===== config.mk =====
export PLATFORM = sky130hd
export DESIGN_NAME = framed_command_ack_retransmit
export DESIGN_NICKNAME = d
export VERILOG_FILES = /design/src/rtl/fcar_pkg.sv /design/src/rtl/fcar_front.sv /design/src/rtl/fcar_queue.sv /design/src/rtl/fcar_back.sv /design/src/rtl/framed_command_ack_retransmit.sv
export SDC_FILE = /design/constraint.sdc
export NUM_CORES = 1
export LEC_CHECK = 0
export BUFFER_PORTS_ARGS = -buffer_cell sky130_fd_sc_hd__buf_2
export CAP_MARGIN = 20
export CORE_UTILIZATION = 45
export DETAILED_ROUTE_END_ITERATION = 8
export PLACE_DENSITY = 0.64
export SYNTH_ARGS = -nofsm -noshare
export SYNTH_HDL_FRONTEND = slang
export SYNTH_SLANG_ARGS = --single-unit

===== constraint.sdc =====
create_clock -name clk -period 20.6 [get_ports clk]
set_input_delay 6.18 -clock clk [delete_from_list [all_inputs] [get_ports clk]]
set_output_delay 6.18 -clock clk [all_outputs]
set_load 0.02 [all_outputs]

===== src/rtl/fcar_pkg.sv =====
// Shared types and constants for the framed command ack/retransmit block.
`timescale 1ns / 1ps
package fcar_pkg;

  localparam int CMD_LEN         = 4;
  localparam int CMD_IDX_W       = 2;
  localparam int CMD_CNT_W       = 3;
  localparam int SAMPLE_W        = 12;
  localparam int TIMEOUT_W       = 16;
  localparam int QUEUE_DEPTH_DEF = 2;

  localparam logic [TIMEOUT_W-1:0] TIMEOUT_RESET = 16'd3000;

  localparam logic [7:0] CH_BANG  = 8'h21;
  localparam logic [7:0] CH_HASH  = 8'h23;
  localparam logic [7:0] CH_A     = 8'h41;
  localparam logic [7:0] CH_C     = 8'h43;
  localparam logic [7:0] CH_D     = 8'h44;
  localparam logic [7:0] CH_K     = 8'h4B;
  localparam logic [7:0] CH_O     = 8'h4F;
  localparam logic [7:0] CH_R     = 8'h52;
  localparam logic [7:0] CH_S     = 8'h53;
  localparam logic [7:0] CH_T     = 8'h54;
  localparam logic [7:0] CH_EQ    = 8'h3D;
  localparam logic [7:0] CH_SPACE = 8'h20;
  localparam logic [7:0] CH_ZERO  = 8'h30;
  localparam logic [7:0] CH_CR    = 8'h0D;
  localparam logic [7:0] CH_LF    = 8'h0A;
  localparam logic [7:0] CH_NUL   = 8'h00;

  typedef logic [CMD_LEN-1:0][7:0] cmd_t;

  typedef struct packed {
    logic [SAMPLE_W-1:0] sample;
  } req_t;

  typedef struct packed {
    logic empty;
    logic full;
  } q_status_t;

  typedef enum logic [1:0] {
    BK_IDLE = 2'b01,
    BK_SEND = 2'b10
  } back_state_t;

endpackage


===== src/rtl/fcar_front.sv =====
// Front end: command parser, link state and retransmit timer.
`timescale 1ns / 1ps
module fcar_front (
  input  logic                                clk,
  input  logic                                rst_n,
  input  logic                                accept,
  input  logic                                func,
  input  logic [7:0]                          rx_byte,
  input  logic [fcar_pkg::SAMPLE_W-1:0]       adc_sample,
  input  logic [fcar_pkg::TIMEOUT_W-1:0]      timeout,
  output logic                                push,
  output fcar_pkg::req_t                      req
);

  logic                              storing_r, storing_nxt;
  logic [fcar_pkg::CMD_CNT_W-1:0]    count_r, count_nxt;
  fcar_pkg::cmd_t                    frame_r, frame_nxt;
  fcar_pkg::cmd_t                    head_r, head_nxt;
  logic                              waiting_r, waiting_nxt;
  logic [fcar_pkg::SAMPLE_W-1:0]     latched_r, latched_nxt;
  logic [fcar_pkg::TIMEOUT_W-1:0]    counter_r, counter_nxt;
  logic [fcar_pkg::TIMEOUT_W-1:0]    dec;
  logic                              tick_emit;

  function automatic logic is_rst(input fcar_pkg::cmd_t h);
    return h[0] == fcar_pkg::CH_R && h[1] == fcar_pkg::CH_S &&
           h[2] == fcar_pkg::CH_T && h[3] == fcar_pkg::CH_NUL;
  endfunction

  function automatic logic is_ok(input fcar_pkg::cmd_t h);
    return h[0] == fcar_pkg::CH_O && h[1] == fcar_pkg::CH_K &&
           h[2] == fcar_pkg::CH_NUL;
  endfunction

  always_comb begin
    storing_nxt = storing_r;
    count_nxt   = count_r;
    frame_nxt   = frame_r;
    head_nxt    = head_r;
    waiting_nxt = waiting_r;
    latched_nxt = latched_r;
    counter_nxt = counter_r;
    push        = 1'b0;
    req.sample  = latched_r;
    tick_emit   = 1'b0;
    dec         = (counter_r != '0) ? counter_r - 1'b1 : '0;

    if (accept && !func) begin
      if (!storing_r) begin
        if (rx_byte == fcar_pkg::CH_BANG) begin
          storing_nxt = 1'b1;
          count_nxt   = '0;
          frame_nxt   = '0;
        end
      end else if (rx_byte == fcar_pkg::CH_HASH) begin
        storing_nxt = 1'b0;
        head_nxt    = frame_r;
      end else if (count_r < fcar_pkg::CMD_CNT_W'(fcar_pkg::CMD_LEN)) begin
        frame_nxt[count_r[fcar_pkg::CMD_IDX_W-1:0]] = rx_byte;
        count_nxt = count_r + 1'b1;
      end
    end

    if (accept && func && waiting_r) begin
      if (dec == '0) begin
        counter_nxt = timeout;
        push        = 1'b1;
        tick_emit   = 1'b1;
      end else begin
        counter_nxt = dec;
      end
    end

    if (accept && !tick_emit) begin
      if (!waiting_r) begin
        if (is_rst(head_nxt)) begin
          latched_nxt = adc_sample;
          waiting_nxt = 1'b1;
          counter_nxt = timeout;
          push        = 1'b1;
          req.sample  = adc_sample;
        end
      end else if (is_ok(head_nxt)) begin
        waiting_nxt = 1'b0;
        head_nxt    = '0;
      end
    end
  end

  always_ff @(posedge clk) begin
    if (!rst_n) begin
      storing_r <= 1'b0;
      count_r   <= '0;
      frame_r   <= '0;
      head_r    <= '0;
      waiting_r <= 1'b0;
      latched_r <= '0;
      counter_r <= '0;
    end else begin
      storing_r <= storing_nxt;
      count_r   <= count_nxt;
      frame_r   <= frame_nxt;
      head_r    <= head_nxt;
      waiting_r <= waiting_nxt;
      latched_r <= latched_nxt;
      counter_r <= counter_nxt;
    end
  end

endmodule


===== src/rtl/fcar_queue.sv =====
// Short request queue between front end and report sender.
`timescale 1ns / 1ps
module fcar_queue #(
  parameter int DEPTH = fcar_pkg::QUEUE_DEPTH_DEF
) (
  input  logic                 clk,
  input  logic                 rst_n,
  input  logic                 push,
  input  fcar_pkg::req_t       wr_req,
  input  logic                 pop,
  output fcar_pkg::req_t       rd_req,
  output fcar_pkg::q_status_t  status
);

  localparam int PTR_W = (DEPTH > 1) ? $clog2(DEPTH) : 1;
  localparam int CNT_W = $clog2(DEPTH + 1);

  fcar_pkg::req_t     mem_r [DEPTH];
  logic [PTR_W-1:0]   wr_ptr_r, wr_ptr_nxt;
  logic [PTR_W-1:0]   rd_ptr_r, rd_ptr_nxt;
  logic [CNT_W-1:0]   count_r, count_nxt;
  logic               do_push, do_pop;

  assign status.empty = (count_r == '0);
  assign status.full  = (count_r == CNT_W'(DEPTH));
  assign do_push      = push && !status.full;
  assign do_pop       = pop && !status.empty;
  assign rd_req       = mem_r[rd_ptr_r];

  always_comb begin
    wr_ptr_nxt = wr_ptr_r;
    rd_ptr_nxt = rd_ptr_r;
    count_nxt  = count_r;
    if (do_push) begin
      wr_ptr_nxt = (wr_ptr_r == PTR_W'(DEPTH - 1)) ? '0 : wr_ptr_r + 1'b1;
    end
    if (do_pop) begin
      rd_ptr_nxt = (rd_ptr_r == PTR_W'(DEPTH - 1)) ? '0 : rd_ptr_r + 1'b1;
    end
    if (do_push && !do_pop) begin
      count_nxt = count_r + 1'b1;
    end else if (do_pop && !do_push) begin
      count_nxt = count_r - 1'b1;
    end
  end

  always_ff @(posedge clk) begin
    if (!rst_n) begin
      wr_ptr_r <= '0;
      rd_ptr_r <= '0;
      count_r  <= '0;
    end else begin
      wr_ptr_r <= wr_ptr_nxt;
      rd_ptr_r <= rd_ptr_nxt;
      count_r  <= count_nxt;
    end
  end

  always_ff @(posedge clk) begin
    if (do_push) begin
      mem_r[wr_ptr_r] <= wr_req;
    end
  end

endmodule


===== src/rtl/fcar_back.sv =====
// Report sender: decimal conversion and byte sequencing into the output register.
`timescale 1ns / 1ps
module fcar_back (
  input  logic                 clk,
  input  logic                 rst_n,
  input  fcar_pkg::req_t       rd_req,
  input  fcar_pkg::q_status_t  q_status,
  output logic                 pop,
  output logic                 out_tvalid,
  input  logic                 out_tready,
  output logic [7:0]           out_tdata,
  output logic                 out_tlast
);

  localparam logic [3:0] SLOT_FIRST_DIGIT = 4'd6;
  localparam logic [3:0] SLOT_HUNDREDS    = 4'd7;
  localparam logic [3:0] SLOT_TENS        = 4'd8;
  localparam logic [3:0] SLOT_ONES        = 4'd9;
  localparam logic [3:0] SLOT_PREFIX_END  = 4'd5;
  localparam logic [3:0] SLOT_LAST        = 4'd13;
  localparam logic [1:0] CONV_DONE        = 2'd3;

  fcar_pkg::back_state_t          state_r, state_nxt;
  logic [3:0]                     slot_r, slot_nxt;
  logic [1:0]                     step_r, step_nxt;
  logic [fcar_pkg::SAMPLE_W-1:0]  rem_r, rem_nxt;
  logic [3:0]                     d3_r, d2_r, d1_r;
  logic [3:0]                     d3_nxt, d2_nxt, d1_nxt;
  logic                           valid_r, valid_nxt;
  logic [7:0]                     byte_r, byte_nxt;
  logic                           last_r, last_nxt;
  logic [fcar_pkg::SAMPLE_W-1:0]  div;
  logic [3:0]                     digit;
  logic                           emit;
  logic [7:0]                     slot_byte;
  logic [3:0]                     start_slot;

  assign out_tvalid = valid_r;
  assign out_tdata  = byte_r;
  assign out_tlast  = last_r;
  assign emit       = (state_r == fcar_pkg::BK_SEND) && (!valid_r || out_tready);
  assign pop        = (state_r == fcar_pkg::BK_IDLE) && !q_status.empty;

  always_comb begin
    case (step_r)
      2'd0:    div = 12'd1000;
      2'd1:    div = 12'd100;
      default: div = 12'd10;
    endcase
    digit = '0;
    for (int k = 1; k <= 9; k++) begin
      if ({2'b00, rem_r} >= 14'(k) * {2'b00, div}) begin
        digit = 4'(k);
      end
    end
  end

  always_comb begin
    if (d3_r != '0) begin
      start_slot = SLOT_FIRST_DIGIT;
    end else if (d2_r != '0) begin
      start_slot = SLOT_HUNDREDS;
    end else if (d1_r != '0) begin
      start_slot = SLOT_TENS;
    end else begin
      start_slot = SLOT_ONES;
    end
  end

  always_comb begin
    case (slot_r)
      4'd0:    slot_byte = fcar_pkg::CH_BANG;
      4'd1:    slot_byte = fcar_pkg::CH_A;
      4'd2:    slot_byte = fcar_pkg::CH_D;
      4'd3:    slot_byte = fcar_pkg::CH_C;
      4'd4:    slot_byte = fcar_pkg::CH_EQ;
      4'd5:    slot_byte = fcar_pkg::CH_SPACE;
      4'd6:    slot_byte = fcar_pkg::CH_ZERO + {4'd0, d3_r};
      4'd7:    slot_byte = fcar_pkg::CH_ZERO + {4'd0, d2_r};
      4'd8:    slot_byte = fcar_pkg::CH_ZERO + {4'd0, d1_r};
      4'd9:    slot_byte = fcar_pkg::CH_ZERO + {4'd0, rem_r[3:0]};
      4'd10:   slot_byte = fcar_pkg::CH_HASH;
      4'd11:   slot_byte = fcar_pkg::CH_SPACE;
      4'd12:   slot_byte = fcar_pkg::CH_CR;
      default: slot_byte = fcar_pkg::CH_LF;
    endcase
  end

  always_comb begin
    state_nxt = state_r;
    slot_nxt  = slot_r;
    step_nxt  = step_r;
    rem_nxt   = rem_r;
    d3_nxt    = d3_r;
    d2_nxt    = d2_r;
    d1_nxt    = d1_r;
    valid_nxt = valid_r;
    byte_nxt  = byte_r;
    last_nxt  = last_r;

    if (pop) begin
      state_nxt = fcar_pkg::BK_SEND;
      slot_nxt  = '0;
      step_nxt  = '0;
      rem_nxt   = rd_req.sample;
    end

    if (state_r == fcar_pkg::BK_SEND && step_r != CONV_DONE) begin
      case (step_r)
        2'd0:    d3_nxt = digit;
        2'd1:    d2_nxt = digit;
        default: d1_nxt = digit;
      endcase
      rem_nxt  = rem_r - fcar_pkg::SAMPLE_W'({8'd0, digit} * div);
      step_nxt = step_r + 1'b1;
    end

    if (emit) begin
      valid_nxt = 1'b1;
      byte_nxt  = slot_byte;
      last_nxt  = (slot_r == SLOT_LAST);
      if (slot_r == SLOT_LAST) begin
        state_nxt = fcar_pkg::BK_IDLE;
      end else if (slot_r == SLOT_PREFIX_END) begin
        slot_nxt = start_slot;
      end else begin
        slot_nxt = slot_r + 1'b1;
      end
    end else if (out_tready) begin
      valid_nxt = 1'b0;
    end
  end

  always_ff @(posedge clk) begin
    if (!rst_n) begin
      state_r <= fcar_pkg::BK_IDLE;
      slot_r  <= '0;
      step_r  <= '0;
      valid_r <= 1'b0;
    end else begin
      state_r <= state_nxt;
      slot_r  <= slot_nxt;
      step_r  <= step_nxt;
      valid_r <= valid_nxt;
    end
  end

  always_ff @(posedge clk) begin
    rem_r  <= rem_nxt;
    d3_r   <= d3_nxt;
    d2_r   <= d2_nxt;
    d1_r   <= d1_nxt;
    byte_r <= byte_nxt;
    last_r <= last_nxt;
  end

endmodule


===== src/rtl/framed_command_ack_retransmit.sv =====
// Path: with the sender idle, a request that triggers a report is written into the report
// queue, popped by the sender's load step, and its first byte then enters the output register.
// Throughput: one input request per cycle; a report streams 11 to 14 bytes at one per cycle
// while out_tready allows, with a gap between reports for the sender's load step.
// Input stalls only while the report queue (QUEUE_DEPTH entries) is full.
// Reset: synchronous active-low rst_n clears parser, link state, queue and output;
// timeout returns to 3000 ticks.
`timescale 1ns / 1ps
module framed_command_ack_retransmit #(
  parameter int QUEUE_DEPTH = fcar_pkg::QUEUE_DEPTH_DEF
) (
  input  logic        clk,
  input  logic        rst_n,
  input  logic        in_tvalid,
  output logic        in_tready,
  input  logic [23:0] in_tdata,   // [7:0] rx_byte, [19:8] adc_sample, [23:20] zero
  input  logic        in_tuser,   // [0] func
  output logic        out_tvalid,
  input  logic        out_tready,
  output logic [7:0]  out_tdata,  // [7:0] tx_byte
  output logic        out_tlast,
  input  logic        cfg_we,
  input  logic [15:0] cfg_wdata
);

  logic [fcar_pkg::TIMEOUT_W-1:0] timeout_r;
  logic                           in_accept;
  logic                           push;
  logic                           pop;
  fcar_pkg::req_t                 wr_req;
  fcar_pkg::req_t                 rd_req;
  fcar_pkg::q_status_t            q_status;

  assign in_tready = !q_status.full;
  assign in_accept = in_tvalid && in_tready;

  always_ff @(posedge clk) begin
    if (!rst_n) begin
      timeout_r <= fcar_pkg::TIMEOUT_RESET;
    end else if (cfg_we) begin
      timeout_r <= cfg_wdata;
    end
  end

  fcar_front u_front (
    .clk        (clk),
    .rst_n      (rst_n),
    .accept     (in_accept),
    .func       (in_tuser),
    .rx_byte    (in_tdata[7:0]),
    .adc_sample (in_tdata[19:8]),
    .timeout    (timeout_r),
    .push       (push),
    .req        (wr_req)
  );

  fcar_queue #(
    .DEPTH (QUEUE_DEPTH)
  ) u_queue (
    .clk    (clk),
    .rst_n  (rst_n),
    .push   (push),
    .wr_req (wr_req),
    .pop    (pop),
    .rd_req (rd_req),
    .status (q_status)
  );

  fcar_back u_back (
    .clk        (clk),
    .rst_n      (rst_n),
    .rd_req     (rd_req),
    .q_status   (q_status),
    .pop        (pop),
    .out_tvalid (out_tvalid),
    .out_tready (out_tready),
    .out_tdata  (out_tdata),
    .out_tlast  (out_tlast)
  );

`ifndef SYNTH
  a_no_overflow: assert property (@(posedge clk) disable iff (!rst_n)
    !(push && q_status.full))
    else $error("report request pushed into full queue");

  a_no_underflow: assert property (@(posedge clk) disable iff (!rst_n)
    !(pop && q_status.empty))
    else $error("report request popped from empty queue");

  a_last_is_lf: assert property (@(posedge clk) disable iff (!rst_n)
    (out_tvalid && out_tlast) |-> (out_tdata == fcar_pkg::CH_LF))
    else $error("final report byte is not line feed");

  a_first_after_last: assert property (@(posedge clk) disable iff (!rst_n)
    (out_tvalid && out_tready && out_tlast) |=>
      (!out_tvalid || out_tdata == fcar_pkg::CH_BANG))
    else $error("report does not start with bang");
`endif

endmodule


After elaboration in Yosys (flattened, before gate mapping)
Memory sizes are Yosys's and may differ from the RTL's. A register that Yosys moved wholly into a read port is not among the register bits.
Index checks and enable logic that the tools add are counted.
{ "totals": {"latchBits": 0, "mem_bits_ro": 0, "register_bits": 159, "input_bits": 46, "elab_cells": 205, "memories": 1, "ramBits": 24} }
{ "memory_table": {"columns": ["name", "words", "word_bits", "rd", "rd_ports_with_merged_regs", "write_ports", "line_no", "rtl"], "rows": [
  ["u_queue.mem_r", 2, 12, 1, 1, 1, "fcar_queue.sv:18", "fcar_pkg::req_t mem_r [DEPTH];"]
]} }
{ "classes": {"magnitude_cmp": 12, "n_reduce_logical": 46, "n_div": 0, "addsub": 13, "mul": 6, "n_eq_ne": 27, "n_mux": 72, "bitwise": 1, "shift": 0} }
{ "op_table": {"columns": ["operator", "n"], "rows": [
  ["$mux W32", 10],
  ["$mux W16", 6],
  ["$pmux W8 S12", 1],
  ["$ge A12 B14 Y1", 5],
  ["$mux W12", 5],
  ["$eq A8 B7 Y1 const B", 5],
  ["$bwmux W32", 1],
  ["$mux W4", 8],
  ["$add A6 B4 Y7 const A", 4],
  ["$mul A3 B10 Y13 const A", 2],
  ["$eq A4 B4 Y1 const B", 6],
  ["$mul A2 B10 Y12 const A", 2],
  ["$mux W3", 8],
  ["$mux W1", 21],
  ["$pmux W10 S2", 1],
  ["$logic_and A1 B1 Y1", 18],
  ["$mux W2", 9],
  ["$demux W8 S2", 1],
  ["$eq A4 B3 Y1 const B", 4],
  ["$eq A8 B6 Y1 const B", 2],
  ["$logic_not A16 Y1", 1],
  ["$logic_not A8 Y1", 2],
  ["$reduce_bool A16 Y1", 1],
  ["$sub A16 B1 Y16 const B", 1],
  ["31 further kinds", 53]
]} }

Logic depth before layout (Yosys ltp)
{ "logic_depth": {"ltp_word": 17, "depth_mapped": 28, "mapped_depth_nobuf": 27} }

Hierarchy
Synthesis repeated with hierarchy kept, for this count alone.
{ "unflattened": {"hier_cells": 1262, "area_unflattened_um2": 11497.3} }
{ "by_module_without_submodules": {"columns": ["module", "cells_per_inst", "seq_area_each_um2", "instances", "area_each_um2"], "rows": [
  ["fcar_front", 605, 1941.9, 1, 5071.1],
  ["fcar_back", 542, 1141.1, 1, 4723.3],
  ["fcar_queue", 62, 820.8, 1, 1094.8],
  ["framed_command_ack_retransmit", 53, 320.3, 1, 608.1]
]} }

Worst setup path after synthesis
No wires, ideal clock.
{ "synth_path": {"kind": "input-to-reg", "from": "input port in_tdata[6]", "to": "memory u_queue.mem_r[0][0] in the netlist's numbering (enable)", "n_path_buf": 0, "arrival_time_ps": 8093, "setup_slack_ps": 12125, "path_stages": 7, "cell_sequence": "nor4b_2 > nand4b_2 > or3_1 > nor3b_1 > a31oi_1 > o22ai_1 > nor2b_1"} }
{ "synth_via": {"elab_chain_len": 14, "elab_cells_between_ends": 17, "cone_classes": "4 x eq/ne; 8 x mux; 5 x reduce/logical"} }
{ "synth_rtl": {"columns": ["element", "line_no", "rtl"], "rows": [
  ["start, declared", "framed_command_ack_retransmit.sv:16", "input logic [23:0] in_tdata,"],
  ["$eq A8 B6 Y1 (*)", "fcar_front.sv:55", "end else if (rx_byte == fcar_pkg::CH_HASH) begin"],
  ["$mux W32 (*)", "fcar_front.sv:55", null],
  ["$mux W32 (*)", "fcar_front.sv:49", "if (!storing_r) begin"],
  ["$mux W32 (*)", "fcar_front.sv:48", "if (accept && !func) begin"],
  ["$eq A8 B7 Y1", "fcar_front.sv:26", "return h[0] == fcar_pkg::CH_R && h[1] == fcar_pkg::CH_S &&"],
  ["$logic_and A1 B1 Y1 (2 in series)", "fcar_front.sv:26", null],
  ["$logic_and A1 B1 Y1 (*)", "fcar_front.sv:27", "h[2] == fcar_pkg::CH_T && h[3] == fcar_pkg::CH_NUL;"],
  ["$mux W1 (*)", "fcar_front.sv:76", "if (is_rst(head_nxt)) begin"],
  ["$mux W1 (*)", "fcar_front.sv:75", "if (!waiting_r) begin"],
  ["$mux W1 (*)", "fcar_front.sv:74", "if (accept && !tick_emit) begin"],
  ["$logic_and A1 B1 Y1 (*)", "fcar_queue.sv:26", "assign do_push = push && !status.full;"],
  ["named net u_queue.do_push", "fcar_queue.sv:22", "logic do_push, do_pop;"],
  ["$mux W1 (*)", "fcar_queue.sv:60", "if (do_push) begin"],
  ["$mux W1 (not written as such) (*)", "fcar_queue.sv:61", "mem_r[wr_ptr_r] <= wr_req;"],
  ["end, declared", "fcar_queue.sv:18", null]
]} }
Mark *: on every way through the listed nets, which the timed path passes. The rest lies on a longest branch.

Final worst setup path
{ "layout_path": {"from": "input port in_tdata[6]", "to": "register u_front.latched_r[1] in the netlist's numbering"} }
{ "layout_via": {"elab_chain_len": 11, "elab_cells_between_ends": 14, "cone_classes": "4 x eq/ne; 6 x mux; 4 x reduce/logical"} }
{ "layout_rtl": {"columns": ["element", "line_no", "rtl"], "rows": [
  ["$eq A8 B6 Y1 (*)", "fcar_front.sv:55", null],
  ["$mux W32 (*)", "fcar_front.sv:55", null],
  ["$mux W32 (*)", "fcar_front.sv:49", null],
  ["$mux W32 (*)", "fcar_front.sv:48", null],
  ["$eq A8 B7 Y1", "fcar_front.sv:26", null],
  ["$logic_and A1 B1 Y1 (2 in series)", "fcar_front.sv:26", null],
  ["$logic_and A1 B1 Y1 (*)", "fcar_front.sv:27", null],
  ["$mux W12 (*) (3 in series)", null, null],
  ["end signal, assigned", "fcar_front.sv:105", "latched_r <= latched_nxt;"],
  ["end, declared", "fcar_front.sv:20", "logic [fcar_pkg::SAMPLE_W-1:0] latched_r, latched_nxt;"]
]} }
Mark *: on every way between the ends. The rest lies on a longest branch, timed or not.
A chain may end at the register's enable or synchronous reset.

==> results.md <==
* Worst EP required at 20.92 ns
* Adder-Cell Fraction of Synth Area at 14.03%
* DRT Pass-1 Iters at 5
* Largest family of logic cells by synthesized area: simple AND/OR/NAND/NOR gates
* Layout Nets at 1416
* Final Hold Viols at 0
* Synthesis-stage register bit count at 183
* Fillers at 2322
* CP arrival at 8.73 ns
* Final setup vio count at 0
* Die area at 25250 sq um
* Synth Area in Simple Gates at 21.11%
* Setup Buffers After CTS at 0
* Detailed Place HPWL at 18420 microns
* Via count at 8919
* Met2 Use GR at 33.57%
* Global-route wire length before repair at 42090 microns
* Port Buffer Count at 51
* Clk sinks at 183
* Slew headroom at 29.51%
* Worst Hold Class: flip-flop to flip-flop
* Cells after Synth at 1233
* Vias in the first global route at 8512
* Minimum clock period at 8.405 ns
* Gr ovfl total at 0
* Commonest non-fill, non-tap cells in the layout: nand2_1 (162), dfxtp_1 (127), a21oi_1 (104), ha_1 (97), inv_1 (83)
* Htree depth at 4
* TritonCTS Buffers at 17
* Starting Density at 45.68%
* Synth-to-layout area growth at 10.30%
* Clk_lat worst skew at 0.43 ns
* Initial antenna violation count at 0
* Total GRT Usage at 20.23%
* Die Height at 158.9 microns
* Count of pins over their slew limit at 0
* Vias/cell at 5.599
* Fin Setup TNS at 0 ns
* CP Launch Type: input pin
* Post-synth EDFFs at 56
* CORE AREA at 24250 sq um
* Top-Level Pins at 57
* Syn Std Cell Area at 11080 sq um
* XOR/XNOR Fraction of Synth Area at 1.344%
* Commonest non-fill, non-tap cell in the layout: nand2_1
* Pwr Density at 120.2 nW/um^2
* Final wirelength at 25180 microns
* Met1 Resource Use GR at 27.20%
* Diode count at 0
* Synth top area share at 22.95%
* Largest net degree at the start of global routing at 60
* PostCTS Resize Cnt at 0
* Top post-synthesis cells by area: dfxtp_1 (23%), edfxtp_1 (15%), ha_1 (11%), nand2_1 (5.5%), a21oi_1 (4.7%)
* CTS tree: done
* RSZ-0062 raised after global routing: no
* Sequential cell area fraction in the yosys report at 38.13%
* Synth warn at 0
* Ys flop type: dfxtp_1
* Kind of critical path: input pin to flip-flop
* 1st-iter DRT viols at 439
* Worst VDD drop at 0.1453 mV
* Clock Skew at 0.01597 ns
* GR Util met3 at 3.213%
* Setup slack after layout at 12.20 ns
* Fin crit share at 40.80%
* Status: complete, no violations
* Multi-input logic area at 6319 sq um
* Routability Congestion at 0.9024
* CTS Root Buffer Type: clkbuf_16
* Max_cap viols at 0
* F_max at 0.1190 GHz
* Synth cell types at 76
* Crit-path max FO at 14
* Critical path capture point type: flip-flop
* Worst Tran Pin Value at 1.053 ns
* Post-Syn Nets at 1393
* Post-synth ARST share at 0%
* Synth Area in Compound Gates at 16.50%
* Avg WL per Cell at 15.81 microns
* CTS Buffer Depth at 2
* Area leader, netlist: dfxtp_1
* Drc violations at 0
* Avg Synthesized Cell Area at 8.984 sq um
* Pre-CTS setup slack at 11.36 ns
* Worst-path clk slew at 0.07 ns
* Fraction of synthesized area in multiplexers at 3.976%
* Die W at 158.9 microns
* Share of cells above drive strength 1 at 9.929%
* Row count at 57
* Reg2reg path depth at 23
* Register area at 4224 sq um
* Hold_buf cts at 0
* Hold Path Depth at 2
* Final ANT Viol Nets at 0
* Top Usage Layer GRT: met2
* Worst hold slack at 0.4459 ns
* Leakage at 4.725 nW
cell type report:
class                   count  share of cell area [%]
multi-input cells         912                   51.72
flip-flops and latches    183                   34.57
well taps                 324                   3.318
clock buffers              17                   3.482
inverters                  84                   2.581
clock inverters            15                   1.618
repair buffers             58                   2.714
worst max-delay path, cell delays in order:
cell and delay, ns:
buf_2 0.12, nor4b_2 0.29, nand4b_2 0.24, nor4_1 0.41, a32oi_2 0.15, nor2_2 0.73, mux2_2 0.44, and2_1 0.16
path summary, 6_finish.rpt:
kind | from | end | slack, ns
worst min-delay path | u_front.head_r[27]$_SDFF_PN0_ | u_front.head_r[27]$_SDFF_PN0_ | 0.45
worst max register to register | u_back.step_r[0]$_SDFFE_PN0P_ | u_back.rem_r[10]$_DFFE_PP_ | 12.43
worst min register to register | u_front.head_r[27]$_SDFF_PN0_ | u_front.head_r[27]$_SDFF_PN0_ | 0.45
worst max-delay path | in_tdata[6] | u_front.latched_r[1]$_SDFF_PN0_ | 12.20
routing by layer:
metal	vias to the layer above	wire length [microns]
met1	4224	12080
met2	164	12020
met3	27	783
li1	4504	-
met5	-	0
met4	0	301
metrics by stage:
stage / power, mW / cell area, sq um / util, % / std cells
after floorplan: 0.9833 / 11080 / - / 1233
after global placement: 1.113 / 11550 / 47.63 / 1558
after detailed placement: 1.133 / 11560 / 47.69 / 1559
after CTS: 1.477 / 12190 / 50.26 / 1591
after global routing: 1.604 / 12220 / 50.39 / 1593
final: 1.468 / 12220 / 50.39 / 1593
power by group:
part | leakage [nW] | internal, mW | total, mW | switching (mW)
registers | 1.45 | 0.391 | 0.406 | 0.0155
logic | 2.97 | 0.311 | 0.722 | 0.411
clock network | 0.305 | 0.177 | 0.340 | 0.163
total | 4.73 | 0.879 | 1.47 | 0.590
registers in the layout, indices dropped and copies added (netlist names), 2 cells and up, named ones only:
| register | cells |
|---|---|
| u_back.slot_r | 4 |
| u_queue.mem_r | 24 |
| u_back.d2_r | 4 |
| u_front.latched_r | 12 |
| timeout_r | 16 |
| u_queue.count_r | 2 |
| u_front.frame_r | 32 |
| u_back.state_r | 2 |
| u_back.rem_r | 12 |
| u_front.count_r | 3 |
| u_back.d1_r | 4 |
| u_back.out_tdata | 7 |
| u_back.step_r | 2 |
| u_back.d3_r | 4 |
| u_front.counter_r | 16 |
| u_front.head_r | 32 |
cell families (layout without fill, tap and decap cells):
group,Yosys count,after routing
compound gates,289,289
other cells,1,1
buf+inv,138,174
fa+ha+maj,114,114
mux,39,39
flops,183,183
simple gates,452,452
xor+xnor,17,17
synth_stat cells, drive strengths merged, types with 12 or more instances:
cell and number:
a211oi 12, a21oi 104, and2 18, buf 12, clkbuf 42, dfxtp 127
edfxtp 56, fa 17, ha 97, inv 84, mux2 16, mux2i 23
nand2 162, nand2b 17, nand3 19, nor2 73, nor3 32, nor4 20
o21ai 63, or3 35, or4 13
No activity file was read; power rests on OpenSTA's default activity.
